## src/hdl/adpcm_pkg.sv

```systemverilog
`default_nettype none

package adpcm_pkg;

  // Datapath widths.
  localparam int unsigned LEVEL_WIDTH = 20;
  localparam int unsigned STEP_WIDTH  = 16;
  localparam int unsigned DIFF_WIDTH  = LEVEL_WIDTH + 1;
  localparam int unsigned CMP_WIDTH   = (DIFF_WIDTH > STEP_WIDTH) ? DIFF_WIDTH : STEP_WIDTH;
  localparam int unsigned MULT_WIDTH  = 15;
  localparam int unsigned PROD_WIDTH  = STEP_WIDTH + 4;
  localparam int unsigned SPROD_WIDTH = STEP_WIDTH + MULT_WIDTH;
  localparam int unsigned SUM_WIDTH   =
      ((LEVEL_WIDTH > PROD_WIDTH) ? LEVEL_WIDTH : PROD_WIDTH) + 2;
  localparam int unsigned STEP_SHIFT  = 14;
  localparam int unsigned QUEUE_DEPTH = 2;
  localparam int unsigned QPTR_WIDTH  = $clog2(QUEUE_DEPTH);
  localparam int unsigned QCNT_WIDTH  = $clog2(QUEUE_DEPTH + 1);

  // Code widths.
  localparam logic [2:0] CODE_BITS_MIN   = 3'd2;
  localparam logic [2:0] CODE_BITS_MAX   = 3'd4;
  localparam logic [2:0] CODE_BITS_RESET = 3'd4;
  localparam logic [3:0] ZERO_CODE_4BIT  = 4'd8;

  // Step size limits and rounding.
  localparam logic [STEP_WIDTH-1:0]  STEP_MIN   = STEP_WIDTH'(5);
  localparam logic [STEP_WIDTH-1:0]  STEP_MAX   = {STEP_WIDTH{1'b1}};
  localparam logic [SPROD_WIDTH:0]   STEP_ROUND = (SPROD_WIDTH + 1)'(32'h2000);

  // Predicted level limits.
  localparam logic signed [SUM_WIDTH-1:0] LEVEL_MAX =
      SUM_WIDTH'((64'sd1 <<< (LEVEL_WIDTH - 1)) - 64'sd1);
  localparam logic signed [SUM_WIDTH-1:0] LEVEL_MIN =
      SUM_WIDTH'(-(64'sd1 <<< (LEVEL_WIDTH - 1)));

  typedef struct packed {
    logic [7:0] sample;
    logic       last_sample;
  } in_item_t;

  typedef struct packed {
    logic [7:0] code_byte;
    logic       run_last;
    logic       stream_end;
  } out_item_t;

  // An accepted item together with the code width that applies to it.
  typedef struct packed {
    logic [7:0] sample;
    logic       last_sample;
    logic [2:0] nb;
  } job_t;

  typedef enum logic [2:0] {
    BK_IDLE,
    BK_QUANT,
    BK_MULT,
    BK_WB,
    BK_EMIT
  } back_state_e;

  // Step multiplier for a given code width and magnitude.
  function automatic logic [MULT_WIDTH-1:0] mult_lookup(input logic [2:0] nb,
                                                        input logic [2:0] mag);
    logic [MULT_WIDTH-1:0] m;
    m = '0;
    case (nb)
      3'd2: begin
        m = mag[0] ? MULT_WIDTH'(16'h5600) : MULT_WIDTH'(16'h3800);
      end
      3'd3: begin
        case (mag[1:0])
          2'd0:    m = MULT_WIDTH'(16'h399a);
          2'd1:    m = MULT_WIDTH'(16'h3a9f);
          2'd2:    m = MULT_WIDTH'(16'h4d14);
          default: m = MULT_WIDTH'(16'h6607);
        endcase
      end
      default: begin
        case (mag)
          3'd0:    m = MULT_WIDTH'(16'h3556);
          3'd1:    m = MULT_WIDTH'(16'h3556);
          3'd2:    m = MULT_WIDTH'(16'h399a);
          3'd3:    m = MULT_WIDTH'(16'h3a9f);
          3'd4:    m = MULT_WIDTH'(16'h4200);
          3'd5:    m = MULT_WIDTH'(16'h4d14);
          default: m = MULT_WIDTH'(16'h6607);
        endcase
      end
    endcase
    return m;
  endfunction

endpackage

`default_nettype wire

```

## src/hdl/adpcm_front.sv

```systemverilog
`default_nettype none

module adpcm_front (
  input  wire logic                 clk_i,
  input  wire logic                 rst_ni,
  input  wire logic                 push,
  output logic                      full,
  input  wire adpcm_pkg::in_item_t  in_item_i,
  input  wire logic                 cfg_we_i,
  input  wire logic [2:0]           cfg_wdata_i,
  output logic                      q_push_o,
  output adpcm_pkg::job_t           q_job_o,
  input  wire logic                 q_full_i
);
  import adpcm_pkg::*;

  logic [2:0] code_bits_q;
  logic       slot_valid_q, slot_valid_d;
  job_t       slot_q, slot_d;
  logic [2:0] nb_eff;
  logic       accept;

  // Codes below two bits act as two, above four as four.
  always_comb begin
    if (code_bits_q < CODE_BITS_MIN) begin
      nb_eff = CODE_BITS_MIN;
    end else if (code_bits_q > CODE_BITS_MAX) begin
      nb_eff = CODE_BITS_MAX;
    end else begin
      nb_eff = code_bits_q;
    end
  end

  assign full     = slot_valid_q && q_full_i;
  assign accept   = push && !full;
  assign q_push_o = slot_valid_q;
  assign q_job_o  = slot_q;

  always_comb begin
    slot_valid_d = slot_valid_q;
    slot_d       = slot_q;
    if (accept) begin
      slot_valid_d       = 1'b1;
      slot_d.sample      = in_item_i.sample;
      slot_d.last_sample = in_item_i.last_sample;
      slot_d.nb          = nb_eff;
    end else if (slot_valid_q && !q_full_i) begin
      slot_valid_d = 1'b0;
    end
  end

  always_ff @(posedge clk_i or negedge rst_ni) begin
    if (!rst_ni) begin
      code_bits_q  <= CODE_BITS_RESET;
      slot_valid_q <= 1'b0;
    end else begin
      if (cfg_we_i) begin
        code_bits_q <= cfg_wdata_i;
      end
      slot_valid_q <= slot_valid_d;
    end
  end

  always_ff @(posedge clk_i) begin
    slot_q <= slot_d;
  end

endmodule

`default_nettype wire

```

## src/hdl/adpcm_queue.sv

```systemverilog
`default_nettype none

module adpcm_queue (
  input  wire logic             clk_i,
  input  wire logic             rst_ni,
  input  wire logic             push_i,
  input  wire adpcm_pkg::job_t  job_i,
  output logic                  full_o,
  input  wire logic             pop_i,
  output adpcm_pkg::job_t       job_o,
  output logic                  empty_o
);
  import adpcm_pkg::*;

  job_t                  entry_q [QUEUE_DEPTH];
  logic [QPTR_WIDTH-1:0] wr_ptr_q, wr_ptr_d;
  logic [QPTR_WIDTH-1:0] rd_ptr_q, rd_ptr_d;
  logic [QCNT_WIDTH-1:0] count_q, count_d;
  logic                  do_push, do_pop;

  assign full_o  = (count_q == QCNT_WIDTH'(QUEUE_DEPTH));
  assign empty_o = (count_q == '0);
  assign do_push = push_i && !full_o;
  assign do_pop  = pop_i && !empty_o;
  assign job_o   = entry_q[rd_ptr_q];

  always_comb begin
    wr_ptr_d = wr_ptr_q;
    rd_ptr_d = rd_ptr_q;
    count_d  = count_q;
    if (do_push) begin
      wr_ptr_d = (wr_ptr_q == QPTR_WIDTH'(QUEUE_DEPTH - 1)) ? '0 : wr_ptr_q + 1'b1;
    end
    if (do_pop) begin
      rd_ptr_d = (rd_ptr_q == QPTR_WIDTH'(QUEUE_DEPTH - 1)) ? '0 : rd_ptr_q + 1'b1;
    end
    if (do_push && !do_pop) begin
      count_d = count_q + 1'b1;
    end else if (do_pop && !do_push) begin
      count_d = count_q - 1'b1;
    end
  end

  always_ff @(posedge clk_i or negedge rst_ni) begin
    if (!rst_ni) begin
      wr_ptr_q <= '0;
      rd_ptr_q <= '0;
      count_q  <= '0;
    end else begin
      wr_ptr_q <= wr_ptr_d;
      rd_ptr_q <= rd_ptr_d;
      count_q  <= count_d;
    end
  end

  always_ff @(posedge clk_i) begin
    if (do_push) begin
      entry_q[wr_ptr_q] <= job_i;
    end
  end

endmodule

`default_nettype wire

```

## src/hdl/adpcm_back.sv

```systemverilog
`default_nettype none

module adpcm_back (
  input  wire logic             clk_i,
  input  wire logic             rst_ni,
  input  wire adpcm_pkg::job_t  job_i,
  input  wire logic             q_empty_i,
  output logic                  q_pop_o,
  output logic                  empty,
  input  wire logic             pop,
  output adpcm_pkg::out_item_t  out_item_o
);
  import adpcm_pkg::*;

  back_state_e state_q, state_d;

  // Persistent encoder state.
  logic signed [LEVEL_WIDTH-1:0] level_q, level_d;
  logic [STEP_WIDTH-1:0]         step_q, step_d;
  logic [11:0]                   acc_q, acc_d;
  logic [2:0]                    pend_q, pend_d;

  // Per-item working registers.
  logic [2:0]             nb_q, nb_d;
  logic                   last_q, last_d;
  logic [CMP_WIDTH-1:0]   delta_q, delta_d;
  logic [3:0]             code_q, code_d;
  logic [2:0]             left_q, left_d;
  logic                   neg_q, neg_d;
  logic [PROD_WIDTH-1:0]  prod_q, prod_d;
  logic [SPROD_WIDTH-1:0] sprod_q, sprod_d;
  logic [7:0]             byte0_q, byte0_d, byte1_q, byte1_d;
  logic [1:0]             nbytes_q, nbytes_d;
  logic                   emit_q, emit_d;

  // Output register.
  logic      out_valid_q, out_valid_d;
  out_item_t out_q, out_d;

  // Combinational helpers.
  logic signed [DIFF_WIDTH-1:0]  diff, diff_abs;
  logic [3:0]                    half;
  logic                          sub_ok;
  logic                          neg_now;
  logic [2:0]                    mag;
  logic [11:0]                   acc1, acc2;
  logic [3:0]                    p1;
  logic                          got1, flush;
  logic [2:0]                    pr;
  logic [3:0]                    fill;
  logic [7:0]                    byte_a, byte_f;
  logic [PROD_WIDTH:0]           prod_inc;
  logic signed [SUM_WIDTH-1:0]   adj, lvl_sum;
  logic [SPROD_WIDTH:0]          srnd;
  logic [SPROD_WIDTH-STEP_SHIFT:0] step_new;
  logic                          out_free;
  logic                          emit_last;

  assign out_free  = !out_valid_q || pop;
  assign emit_last = ({1'b0, emit_q} == (nbytes_q - 2'd1));
  assign empty      = !out_valid_q;
  assign out_item_o = out_q;

  assign half   = 4'(4'd1 << (nb_q - 3'd1));
  assign sub_ok = (left_q != 3'd0) && (delta_q > CMP_WIDTH'(step_q));

  // Next state.
  always_comb begin
    state_d = state_q;
    case (state_q)
      BK_IDLE: begin
        if (!q_empty_i) begin
          state_d = BK_QUANT;
        end
      end
      BK_QUANT: begin
        if (!sub_ok) begin
          state_d = BK_MULT;
        end
      end
      BK_MULT: begin
        state_d = BK_WB;
      end
      BK_WB: begin
        state_d = (nbytes_q != 2'd0) ? BK_EMIT : BK_IDLE;
      end
      BK_EMIT: begin
        if (out_free && emit_last) begin
          state_d = BK_IDLE;
        end
      end
      default: begin
        state_d = BK_IDLE;
      end
    endcase
  end

  // Datapath and outputs.
  always_comb begin
    level_d     = level_q;
    step_d      = step_q;
    acc_d       = acc_q;
    pend_d      = pend_q;
    nb_d        = nb_q;
    last_d      = last_q;
    delta_d     = delta_q;
    code_d      = code_q;
    left_d      = left_q;
    neg_d       = neg_q;
    prod_d      = prod_q;
    sprod_d     = sprod_q;
    byte0_d     = byte0_q;
    byte1_d     = byte1_q;
    nbytes_d    = nbytes_q;
    emit_d      = emit_q;
    out_valid_d = out_valid_q;
    out_d       = out_q;
    q_pop_o     = 1'b0;

    diff = $signed({{(DIFF_WIDTH - 14){1'b0}}, job_i.sample, 6'b0}) - DIFF_WIDTH'(level_q);
    diff_abs = diff[DIFF_WIDTH-1] ? -diff : diff;

    neg_now = |(code_q & half);
    mag     = 3'(code_q & (half - 4'd1));

    acc1   = 12'((acc_q << nb_q) | 12'(code_q));
    p1     = {1'b0, pend_q} + {1'b0, nb_q};
    got1   = (p1 >= 4'd8);
    byte_a = 8'(acc1 >> (p1 - 4'd8));
    pr     = got1 ? 3'(p1 - 4'd8) : 3'(p1);
    flush  = last_q && (pr != 3'd0);
    fill   = 4'd8 - {1'b0, pr};
    acc2   = 12'(acc1 << fill);
    byte_f = acc2[7:0];

    prod_inc = {1'b0, prod_q} + 1'b1;
    adj = neg_q ? -$signed(SUM_WIDTH'(prod_inc[PROD_WIDTH:1]))
                :  $signed(SUM_WIDTH'(prod_q[PROD_WIDTH-1:1]));
    lvl_sum = SUM_WIDTH'(level_q) + adj + $signed(SUM_WIDTH'(step_q[0]));

    srnd     = {1'b0, sprod_q} + STEP_ROUND;
    step_new = srnd[SPROD_WIDTH:STEP_SHIFT];

    if (out_valid_q && pop) begin
      out_valid_d = 1'b0;
    end

    case (state_q)
      BK_IDLE: begin
        if (!q_empty_i) begin
          q_pop_o = 1'b1;
          nb_d    = job_i.nb;
          last_d  = job_i.last_sample;
          delta_d = CMP_WIDTH'(unsigned'(diff_abs));
          code_d  = diff[DIFF_WIDTH-1] ? 4'(4'd1 << (job_i.nb - 3'd1)) : 4'd0;
          left_d  = 3'((4'd1 << (job_i.nb - 3'd1)) - 4'd1);
        end
      end
      BK_QUANT: begin
        if (sub_ok) begin
          delta_d = delta_q - CMP_WIDTH'(step_q);
          code_d  = code_q + 4'd1;
          left_d  = left_q - 3'd1;
        end else if ((nb_q == CODE_BITS_MAX) && (code_q == 4'd0)) begin
          // A positive zero is sent with the sign bit set in 4-bit mode.
          code_d = ZERO_CODE_4BIT;
        end
      end
      BK_MULT: begin
        neg_d   = neg_now;
        prod_d  = PROD_WIDTH'({mag, 1'b1}) * PROD_WIDTH'(step_q);
        sprod_d = SPROD_WIDTH'(step_q) * SPROD_WIDTH'(mult_lookup(nb_q, mag));
        if (got1) begin
          byte0_d = byte_a;
          byte1_d = byte_f;
        end else begin
          byte0_d = byte_f;
          byte1_d = byte_f;
        end
        nbytes_d = {1'b0, got1} + {1'b0, flush};
        acc_d    = flush ? acc2 : acc1;
        pend_d   = flush ? 3'd0 : pr;
        emit_d   = 1'b0;
      end
      BK_WB: begin
        if (lvl_sum > LEVEL_MAX) begin
          level_d = LEVEL_WIDTH'(LEVEL_MAX);
        end else if (lvl_sum < LEVEL_MIN) begin
          level_d = LEVEL_WIDTH'(LEVEL_MIN);
        end else begin
          level_d = LEVEL_WIDTH'(lvl_sum);
        end
        if (step_new < (SPROD_WIDTH - STEP_SHIFT + 1)'(STEP_MIN)) begin
          step_d = STEP_MIN;
        end else if (step_new > (SPROD_WIDTH - STEP_SHIFT + 1)'(STEP_MAX)) begin
          step_d = STEP_MAX;
        end else begin
          step_d = STEP_WIDTH'(step_new);
        end
      end
      BK_EMIT: begin
        if (out_free) begin
          out_valid_d      = 1'b1;
          out_d.code_byte  = emit_q ? byte1_q : byte0_q;
          out_d.run_last   = emit_last;
          out_d.stream_end = emit_last && last_q;
          emit_d           = 1'b1;
        end
      end
      default: begin
      end
    endcase
  end

  always_ff @(posedge clk_i or negedge rst_ni) begin
    if (!rst_ni) begin
      state_q     <= BK_IDLE;
      level_q     <= '0;
      step_q      <= STEP_MIN;
      acc_q       <= '0;
      pend_q      <= '0;
      out_valid_q <= 1'b0;
    end else begin
      state_q     <= state_d;
      level_q     <= level_d;
      step_q      <= step_d;
      acc_q       <= acc_d;
      pend_q      <= pend_d;
      out_valid_q <= out_valid_d;
    end
  end

  always_ff @(posedge clk_i) begin
    nb_q     <= nb_d;
    last_q   <= last_d;
    delta_q  <= delta_d;
    code_q   <= code_d;
    left_q   <= left_d;
    neg_q    <= neg_d;
    prod_q   <= prod_d;
    sprod_q  <= sprod_d;
    byte0_q  <= byte0_d;
    byte1_q  <= byte1_d;
    nbytes_q <= nbytes_d;
    emit_q   <= emit_d;
    out_q    <= out_d;
  end

endmodule

`default_nettype wire

```

## src/hdl/adpcm_audio_encoder_unit.sv

```systemverilog
`default_nettype none

// ADPCM audio encoder. Each item is one unsigned 8-bit linear sample; the
// block turns it into a 2-, 3- or 4-bit adaptive code (chosen by the code
// width register, which resets to 4) and packs the codes most significant
// bit first into bytes. An item yields zero, one or two result bytes. The
// final byte caused by an item carries run_last, and when the item is marked
// last_sample the remaining bits are flushed with zero padding and that final
// byte also carries stream_end; a last sample with nothing left to flush adds
// no byte. The predicted level and step size carry on across streams and are
// cleared only by reset. Write the code width only while the block is idle.
// The back end handles one item at a time. Its quantiser takes at most 1, 3
// or 7 step subtractions for 2-, 3- or 4-bit codes, one subtraction per
// cycle; then come the multiply and packing step, the level and step
// write-back and the emission of 0 to 2 bytes, each of which waits while
// the output register is still full. Up to three further items are taken in
// while the back end is busy: one in the input register and two in the
// queue behind it. A finished byte waits in the output register while the
// next item is being worked on.

module adpcm_audio_encoder_unit (
  input  wire logic                 clk_i,
  input  wire logic                 rst_ni,
  input  wire logic                 push,
  output logic                      full,
  input  wire adpcm_pkg::in_item_t  in_item_i,
  output logic                      empty,
  input  wire logic                 pop,
  output adpcm_pkg::out_item_t      out_item_o,
  input  wire logic                 cfg_we_i,
  input  wire logic [2:0]           cfg_wdata_i
);
  import adpcm_pkg::*;

  logic q_push;
  logic q_full;
  logic q_pop;
  logic q_empty;
  job_t front_job;
  job_t back_job;

  // Front end: takes items in, holds the code width register and tags each
  // item with the code width that applies to it.
  adpcm_front u_front (
    .clk_i       (clk_i),
    .rst_ni      (rst_ni),
    .push        (push),
    .full        (full),
    .in_item_i   (in_item_i),
    .cfg_we_i    (cfg_we_i),
    .cfg_wdata_i (cfg_wdata_i),
    .q_push_o    (q_push),
    .q_job_o     (front_job),
    .q_full_i    (q_full)
  );

  // Short queue that lets the front end keep taking items while the back end
  // is still quantising.
  adpcm_queue u_queue (
    .clk_i   (clk_i),
    .rst_ni  (rst_ni),
    .push_i  (q_push),
    .job_i   (front_job),
    .full_o  (q_full),
    .pop_i   (q_pop),
    .job_o   (back_job),
    .empty_o (q_empty)
  );

  // Back end: quantiser, level and step update, bit packer and output
  // register.
  adpcm_back u_back (
    .clk_i      (clk_i),
    .rst_ni     (rst_ni),
    .job_i      (back_job),
    .q_empty_i  (q_empty),
    .q_pop_o    (q_pop),
    .empty      (empty),
    .pop        (pop),
    .out_item_o (out_item_o)
  );

endmodule

`default_nettype wire
```

## config.mk

```make
export PLATFORM = sky130hd
export DESIGN_NAME = adpcm_audio_encoder_unit
export DESIGN_NICKNAME = d
export VERILOG_FILES = /design/src/hdl/adpcm_pkg.sv /design/src/hdl/adpcm_front.sv /design/src/hdl/adpcm_queue.sv /design/src/hdl/adpcm_back.sv /design/src/hdl/adpcm_audio_encoder_unit.sv
export SDC_FILE = /design/constraint.sdc
export NUM_CORES = 1
export LEC_CHECK = 0
export BUFFER_PORTS_ARGS = -buffer_cell sky130_fd_sc_hd__buf_2
export CAP_MARGIN = 20
export CELL_PAD_IN_SITES_DETAIL_PLACEMENT = 0
export CELL_PAD_IN_SITES_GLOBAL_PLACEMENT = 1
export CORE_ASPECT_RATIO = 0.9
export CORE_MARGIN = 2
export CORE_UTILIZATION = 56
export CTS_CLUSTER_DIAMETER = 50
export DETAILED_ROUTE_END_ITERATION = 8
export MAX_ROUTING_LAYER = met4
export PLACE_DENSITY = 0.9
export SYNTH_ARGS = -nofsm -noshare
export SYNTH_HDL_FRONTEND = slang
export SYNTH_SLANG_ARGS = --single-unit
```

## constraint.sdc

```tcl
create_clock -name clk_i -period 17.7 [get_ports clk_i]
set_input_delay 3.54 -clock clk_i [delete_from_list [all_inputs] [get_ports clk_i]]
set_output_delay 3.54 -clock clk_i [all_outputs]
set_load 0.03 [all_outputs]
```

# After elaboration in Yosys (flattened, before gate mapping)
# Memory sizes are Yosys's and may differ from the RTL's.
# Cells that the tools add are included.
[totals] word_cells=183 mem_bits_rw=24 output_inout_bits=12 memories=1 reg_bits=188 input_bits=17
[mem_list] memory="u_queue.entry_q" words=2 word_bits=12 rd=1 rd_clocked_by_memory_dff=0 write_ports=1 line="adpcm_queue.sv:15" rtl="job_t entry_q [QUEUE_DEPTH];"
[classes] n_mux=48 order_cmp=8 shifts=5 n_addsub=23 multipliers=2 eq_ne=22 n_reduce_logical=40 bitwise_logic=4
[op_table] op="$pmux W15 S5" count=1
[op_table] op="$mux W21" count=3
[op_table] op="$pmux W15 S3" count=1
[op_table] op="$pmux W21 S2" count=1
[op_table] op="$mux W20" count=2
[op_table] op="$add A31 B14 Y32 const B" count=1
[op_table] op="$mux W16" count=2
[op_table] op="$mul A16 B15 Y31" count=1
[op_table] op="$mux W15" count=2
[op_table] op="$pmux W15 S2" count=1
[op_table] op="$mux W3" count=9
[op_table] op="$add A20 B22 Y22" count=1
[op_table] op="$add A22 B2 Y22" count=1
[op_table] op="$gt A22 B20 Y1 const B" count=1
[op_table] op="$lt A22 B20 Y1 const B" count=1
[op_table] op="$mux W22" count=1
[op_table] op="$neg A20 Y22" count=1
[op_table] op="$add A20 B1 Y21 const B" count=1
[op_table] op="$gt A21 B16 Y1" count=1
[op_table] op="$neg A21 Y21" count=1
[op_table] op="$sub A15 B20 Y21" count=1
[op_table] op="$sub A21 B16 Y21" count=1
[op_table] op="$mul A4 B16 Y20" count=1
[op_table] op="$eq A3 B2 Y1 const B" count=6
[op_table] op="51 further kinds" count=110

# Depth between registers and ports, before layout
[logic_depth] depth_word=10 mapped_depth=36 ltp_nobuf=32

# By module
# From an unflattened synthesis, not the netlist that was laid out.
[unflattened] cells_unflattened=2438 area_unflattened_um2=22562.9
[modules_own_cells] mod="adpcm_back" area_each_um2=20922.6 cells_each=2357 n_inst=1 seq_area_each_um2=4381.7
[modules_own_cells] mod="adpcm_queue" area_each_um2=1107.3 cells_each=56 n_inst=1 seq_area_each_um2=820.8
[modules_own_cells] mod="adpcm_front" area_each_um2=533.0 cells_each=25 n_inst=1 seq_area_each_um2=461.7

# Worst setup path before layout
# OpenSTA, ideal clock, no wires.
[synth_timing] path_kind="register -> register" startpoint="register u_back.nb_q[0]" endpoint="register u_back.sprod_q[29] (data pin)" setup_time_ns=0.262 setup_slack_ns=9.098 arrival_ns=8.340 path_stages_with_launch=34 path_buffers=4 required_ns=17.438 path_cell_list="edfxtp_1 > buf_2 > clkbuf_1 > nor2b_1 > nor2b_1 > inv_1 > ha_1 > nand2b_1 > clkbuf_1 > o21ai_0 > a22o_1 > nor2_1 > clkbuf_1 > nand2_1 > fa_1 > fa_1 > fa_1 > inv_1 > fa_1 > fa_1 > inv_1 > fa_1 > inv_1 > ha_1 > a21o_1 > a21oi_1 > o21ai_0 > a22oi_1 > nand3b_1 > o31ai_1 > o21ai_0 > a211oi_1 > o21bai_1 > xor2_1"
[synth_via] elab_chain_cells=10 elab_cells_between_ends=22 classes_between="add/sub (2); mul (1); eq/ne (9); shift (1); mux (5); bitwise (1); reduce/logical (3)"
[synth_rtl] item="start, declared" line="adpcm_back.sv:24" rtl="logic [2:0] nb_q, nb_d;"
[synth_rtl] item="start signal, assigned" line="adpcm_back.sv:234" rtl="nb_q <= nb_d;"
[synth_rtl] item="$sub A3 B1 Y3" line="adpcm_back.sv:64" rtl="assign half = 4'(4'd1 << (nb_q - 3'd1));"
[synth_rtl] item="$shl A1 B3 Y4" line="adpcm_back.sv:64"
[synth_rtl] item="$sub A3 B1 Y3" line="adpcm_back.sv:124" rtl="mag = 3'(code_q & (half - 4'd1));"
[synth_rtl] item="$and A3 B3 Y3" line="adpcm_back.sv:124"
[synth_rtl] item="$eq A3 B1 Y1 / $logic_not A3 Y1 (equally long branches)" line="adpcm_pkg.sv:81" rtl="case (mag)"
[synth_rtl] item="$reduce_or A2 Y1 (no line)"
[synth_rtl] item="$pmux W15 S5" line="adpcm_pkg.sv:81"
[synth_rtl] item="$pmux W15 S2 (*)" line="adpcm_pkg.sv:68" rtl="case (nb)"
[synth_rtl] item="$mux W15 (*)" line="adpcm_back.sv:148" rtl="case (state_q)"
[synth_rtl] item="$mul A16 B15 Y31 (*)" line="adpcm_back.sv:172" rtl="sprod_d = SPROD_WIDTH'(step_q) * SPROD_WIDTH'(mult_lookup(nb_q, mag));"
[synth_rtl] item="end signal, assigned" line="adpcm_back.sv:241" rtl="sprod_q <= sprod_d;"
[synth_rtl] item="end, declared" line="adpcm_back.sv:31" rtl="logic [SPROD_WIDTH-1:0] sprod_q, sprod_d;"
# Every way passes the cells marked *; elsewhere a longest branch is shown, timed or not. The select of a mux whose other input is x is not followed.
# A chain may end at the register's enable or synchronous reset.

# Final worst setup path
[layout_timing] startpoint="register u_back.nb_q[1]" endpoint="register u_back.sprod_q[29] (data pin)"
# Same word-level chain as after synthesis.

==> run metrics <==
run status=finished, final reports clean; area of the core=39,500 µm²; Setup crit start kind=flop; IO Pins=29; FF-to-FF End=u_back.sprod_q[29]; first-pass GRT wire length=95,100 µm; PortBufs=28; vias in the first global route=17,520; Hold Path Class=flop to flop; R2R Setup Slk=7.12 ns; area grow syn2layout=5.34%; Resized Gates After CTS=0; die area=41,500 µm²; most used flip-flop cell after synthesis=edfxtp_1; CP Capture Point=u_back.sprod_q[29]; Clk Latency, worst-skew pair=0.48 ns; Yosys cell types=93; Yosys warnings=0; sequential element share of the synthesized area=0.253; # hold bufs at CTS=0; wire length per cell after detailed routing=19.8 µm; Iter 0 DRT Violations=1,709; number of synthesized flops with an enable pin=136; GRT Resource Usage Total=0.298; async set-reset flop share out of synthesis=0.317; clock buffer depth=2; initial antenna violation count=2; Rel. slew slack=0.296; Initial Util=0.567; fmax=0.0945 GHz; TritonCTS clock tree=done; skew final=0.0219 ns; routability congestion estimate=0.931; synth cell count leaders=308 x inv_1, 259 x nand2_1, 195 x fa_1, 189 x ha_1, 167 x nor2_1; area of the multi-input gates=15,100 µm²; Crit Path Class=flop to flop; most instantiated library cell after synthesis=inv_1; # Max-Cap Violations=0; cts bufs inserted=17; Avg Inst Size Synth=9.25 µm²; CP max FO=26; net count after synthesis=2,817; clock sink count=199; Crit path arrival time=10.81 ns; fill count=3,456; Worst R2R Path Depth=27; H-tree lvl count=4; Mapped Cells=2,416; Worst Setup End Kind=flop; share of the synthesized area in the top cell type=0.183; RSZ-0062 raised after global routing=false; # rows=69; total grt overflow=0; Die W=215 µm; FF-to-FF Start=u_back.nb_q[1]; Post-CTS Setup Inserts=0; first-pass iteration count of the detailed router=6; Slew @ Worst Pin=1.05 ns; endpoints failing setup=0; synthesized flop and latch total=199; Final ANT Viol Nets=0; Root Driver=clkbuf_16; Via density=6.01; Fin Setup TNS=0 ns; cell accounting for the most synthesized area=edfxtp_1; crit path from=u_back.nb_q[1]; routed via count=17,615; Final nets=2,785; placed wire-length estimate=44,900 µm; residual DRC count=0; share of layout cells above drive strength 1=0.0680; Mapped Area=22,400 µm²; top cells by area, synth=edfxtp_1 18%, fa_1 17%, ha_1 11%; Worst-path clk slew=0.09 ns; crit path time final=10.58 ns; Final Max Slew Viols=0; Final Hold Vio Count=0; Req. time, crit path=17.93 ns; pin count of the biggest net entering global routing=64; area occupied by registers=5660 µm²; chip height=194 µm; overall routed net length=58,100 µm; final period utilization=0.598
-- state kept, by name, indices dropped and copies added, names as in the netlist, 12 cells and up --
| name | flops |
|---|---|
| u_back.acc_q | 12 |
| u_front.q_job_o | 12 |
| u_back.delta_q | 21 |
| u_back.sprod_q | 18 |
| u_queue.entry_q | 24 |
| u_back.level_q | 20 |
| u_back.prod_q | 20 |
| u_back.step_q | 16 |
-- placed cells by master, fill, tap and decap left out, types with 10 or more instances in the layout --
master,instances
inv_1,307
nand2_1,259
fa_1,195
ha_1,189
nor2_1,167
edfxtp_1,136
a21oi_1,115
xnor2_1,106
o21ai_0,101
and2_1,81
dfrtp_1,60
xor2_1,50
nor3_1,44
a31oi_1,40
mux2i_1,31
mux2_2,31
buf_2,28
nand3_1,27
and3_1,26
a21o_1,23
buf_4,23
o21a_1,21
nor2b_1,20
nand4_1,19
a211oi_1,19
clkbuf_16,17
a221o_1,15
or3_1,14
nand2b_1,12
o21bai_1,12
o211ai_1,12
o31ai_1,10
-- cell type report --
cell class                 count  share of cell area
inverter                     312              0.0497
timing repair buffer          52              0.0145
sequential                   199               0.241
clock inverter                15             0.00871
tap                          532              0.0283
multi-input combinational   1802               0.640
clock buffer                  17              0.0181
antenna                        2            0.000213
-- critical path: stages, from the launching register on --
cell,delay [ns]
edfxtp_1,1.03
nand2b_1,0.47
nor2_1,0.34
inv_1,0.10
ha_1,0.29
nand2b_1,0.34
o21ai_1,0.56
nand2_1,0.45
nor2_1,0.87
nor2_1,0.15
fa_1,0.54
fa_1,0.53
fa_1,0.54
fa_1,0.54
fa_1,0.54
inv_1,0.05
fa_1,0.52
inv_1,0.04
ha_1,0.35
a21oi_1,0.14
o21ai_0,0.13
a22oi_1,0.22
nand3b_1,0.27
o31ai_1,0.27
o21ai_0,0.30
a211oi_1,0.43
o21bai_1,0.12
xor2_1,0.15
-- how the worst min path moves through the flow --
stage / start / to / slack (ns) / cells after the start
after floorplan: u_front.q_job_o[0] / u_queue.entry_q[0][0] / 0.42 / 0
after global placement: u_front.q_job_o[11] / u_queue.entry_q[0][11] / 0.42 / 0
after detailed placement: u_front.q_job_o[4] / u_queue.entry_q[1][4] / 0.43 / 0
after CTS: u_front.q_job_o[4] / u_queue.entry_q[1][4] / 0.45 / 0
after global routing: u_front.q_job_o[0] / u_queue.entry_q[0][0] / 0.47 / 0
final: u_front.q_job_o[0] / u_queue.entry_q[0][0] / 0.45 / 0
-- kinds of logic (layout without fill, tap and decap cells) --
kind of cell | Yosys count | after routing | share of synthesized area
other | 0 | 2 | 0
AND/OR/NAND/NOR | 733 | 733 | 0.161
adder cells (fa/ha/maj) | 384 | 384 | 0.280
AO/OA/AOI/OAI | 461 | 461 | 0.136
multiplexers | 68 | 68 | 0.0352
buffers and inverters | 415 | 396 | 0.0726
flip-flops | 199 | 199 | 0.253
XOR/XNOR | 156 | 156 | 0.0611
-- routing by layer --
layer  wire, µm  vias up  global-route usage  part of all wire
met1      26300     8674               0.421              0.45
met4       1300        0              0.0792             0.022
met5          0        -                   -                 0
li1           -     8212                   -                 -
met3       4180       83              0.0390             0.072
met2      26300      646               0.454              0.45
-- stage by stage --
stage                     std cells  instance area [µm²]   util  hold slack, ns  setup slack [ns]
after floorplan                2416                22400      -           0.421              9.10
after global placement         2894                22900  0.580           0.422              7.72
after detailed placement       2894                22900  0.580           0.430              7.35
after CTS                      2926                23500  0.596           0.451              7.27
after global routing           2931                23600  0.597           0.466              6.37
final                          2931                23600  0.597           0.451              7.12
Power is left out: the tool's default activity adds up to more than one toggle a clock period on the data nets, which glitch-free logic cannot reach.
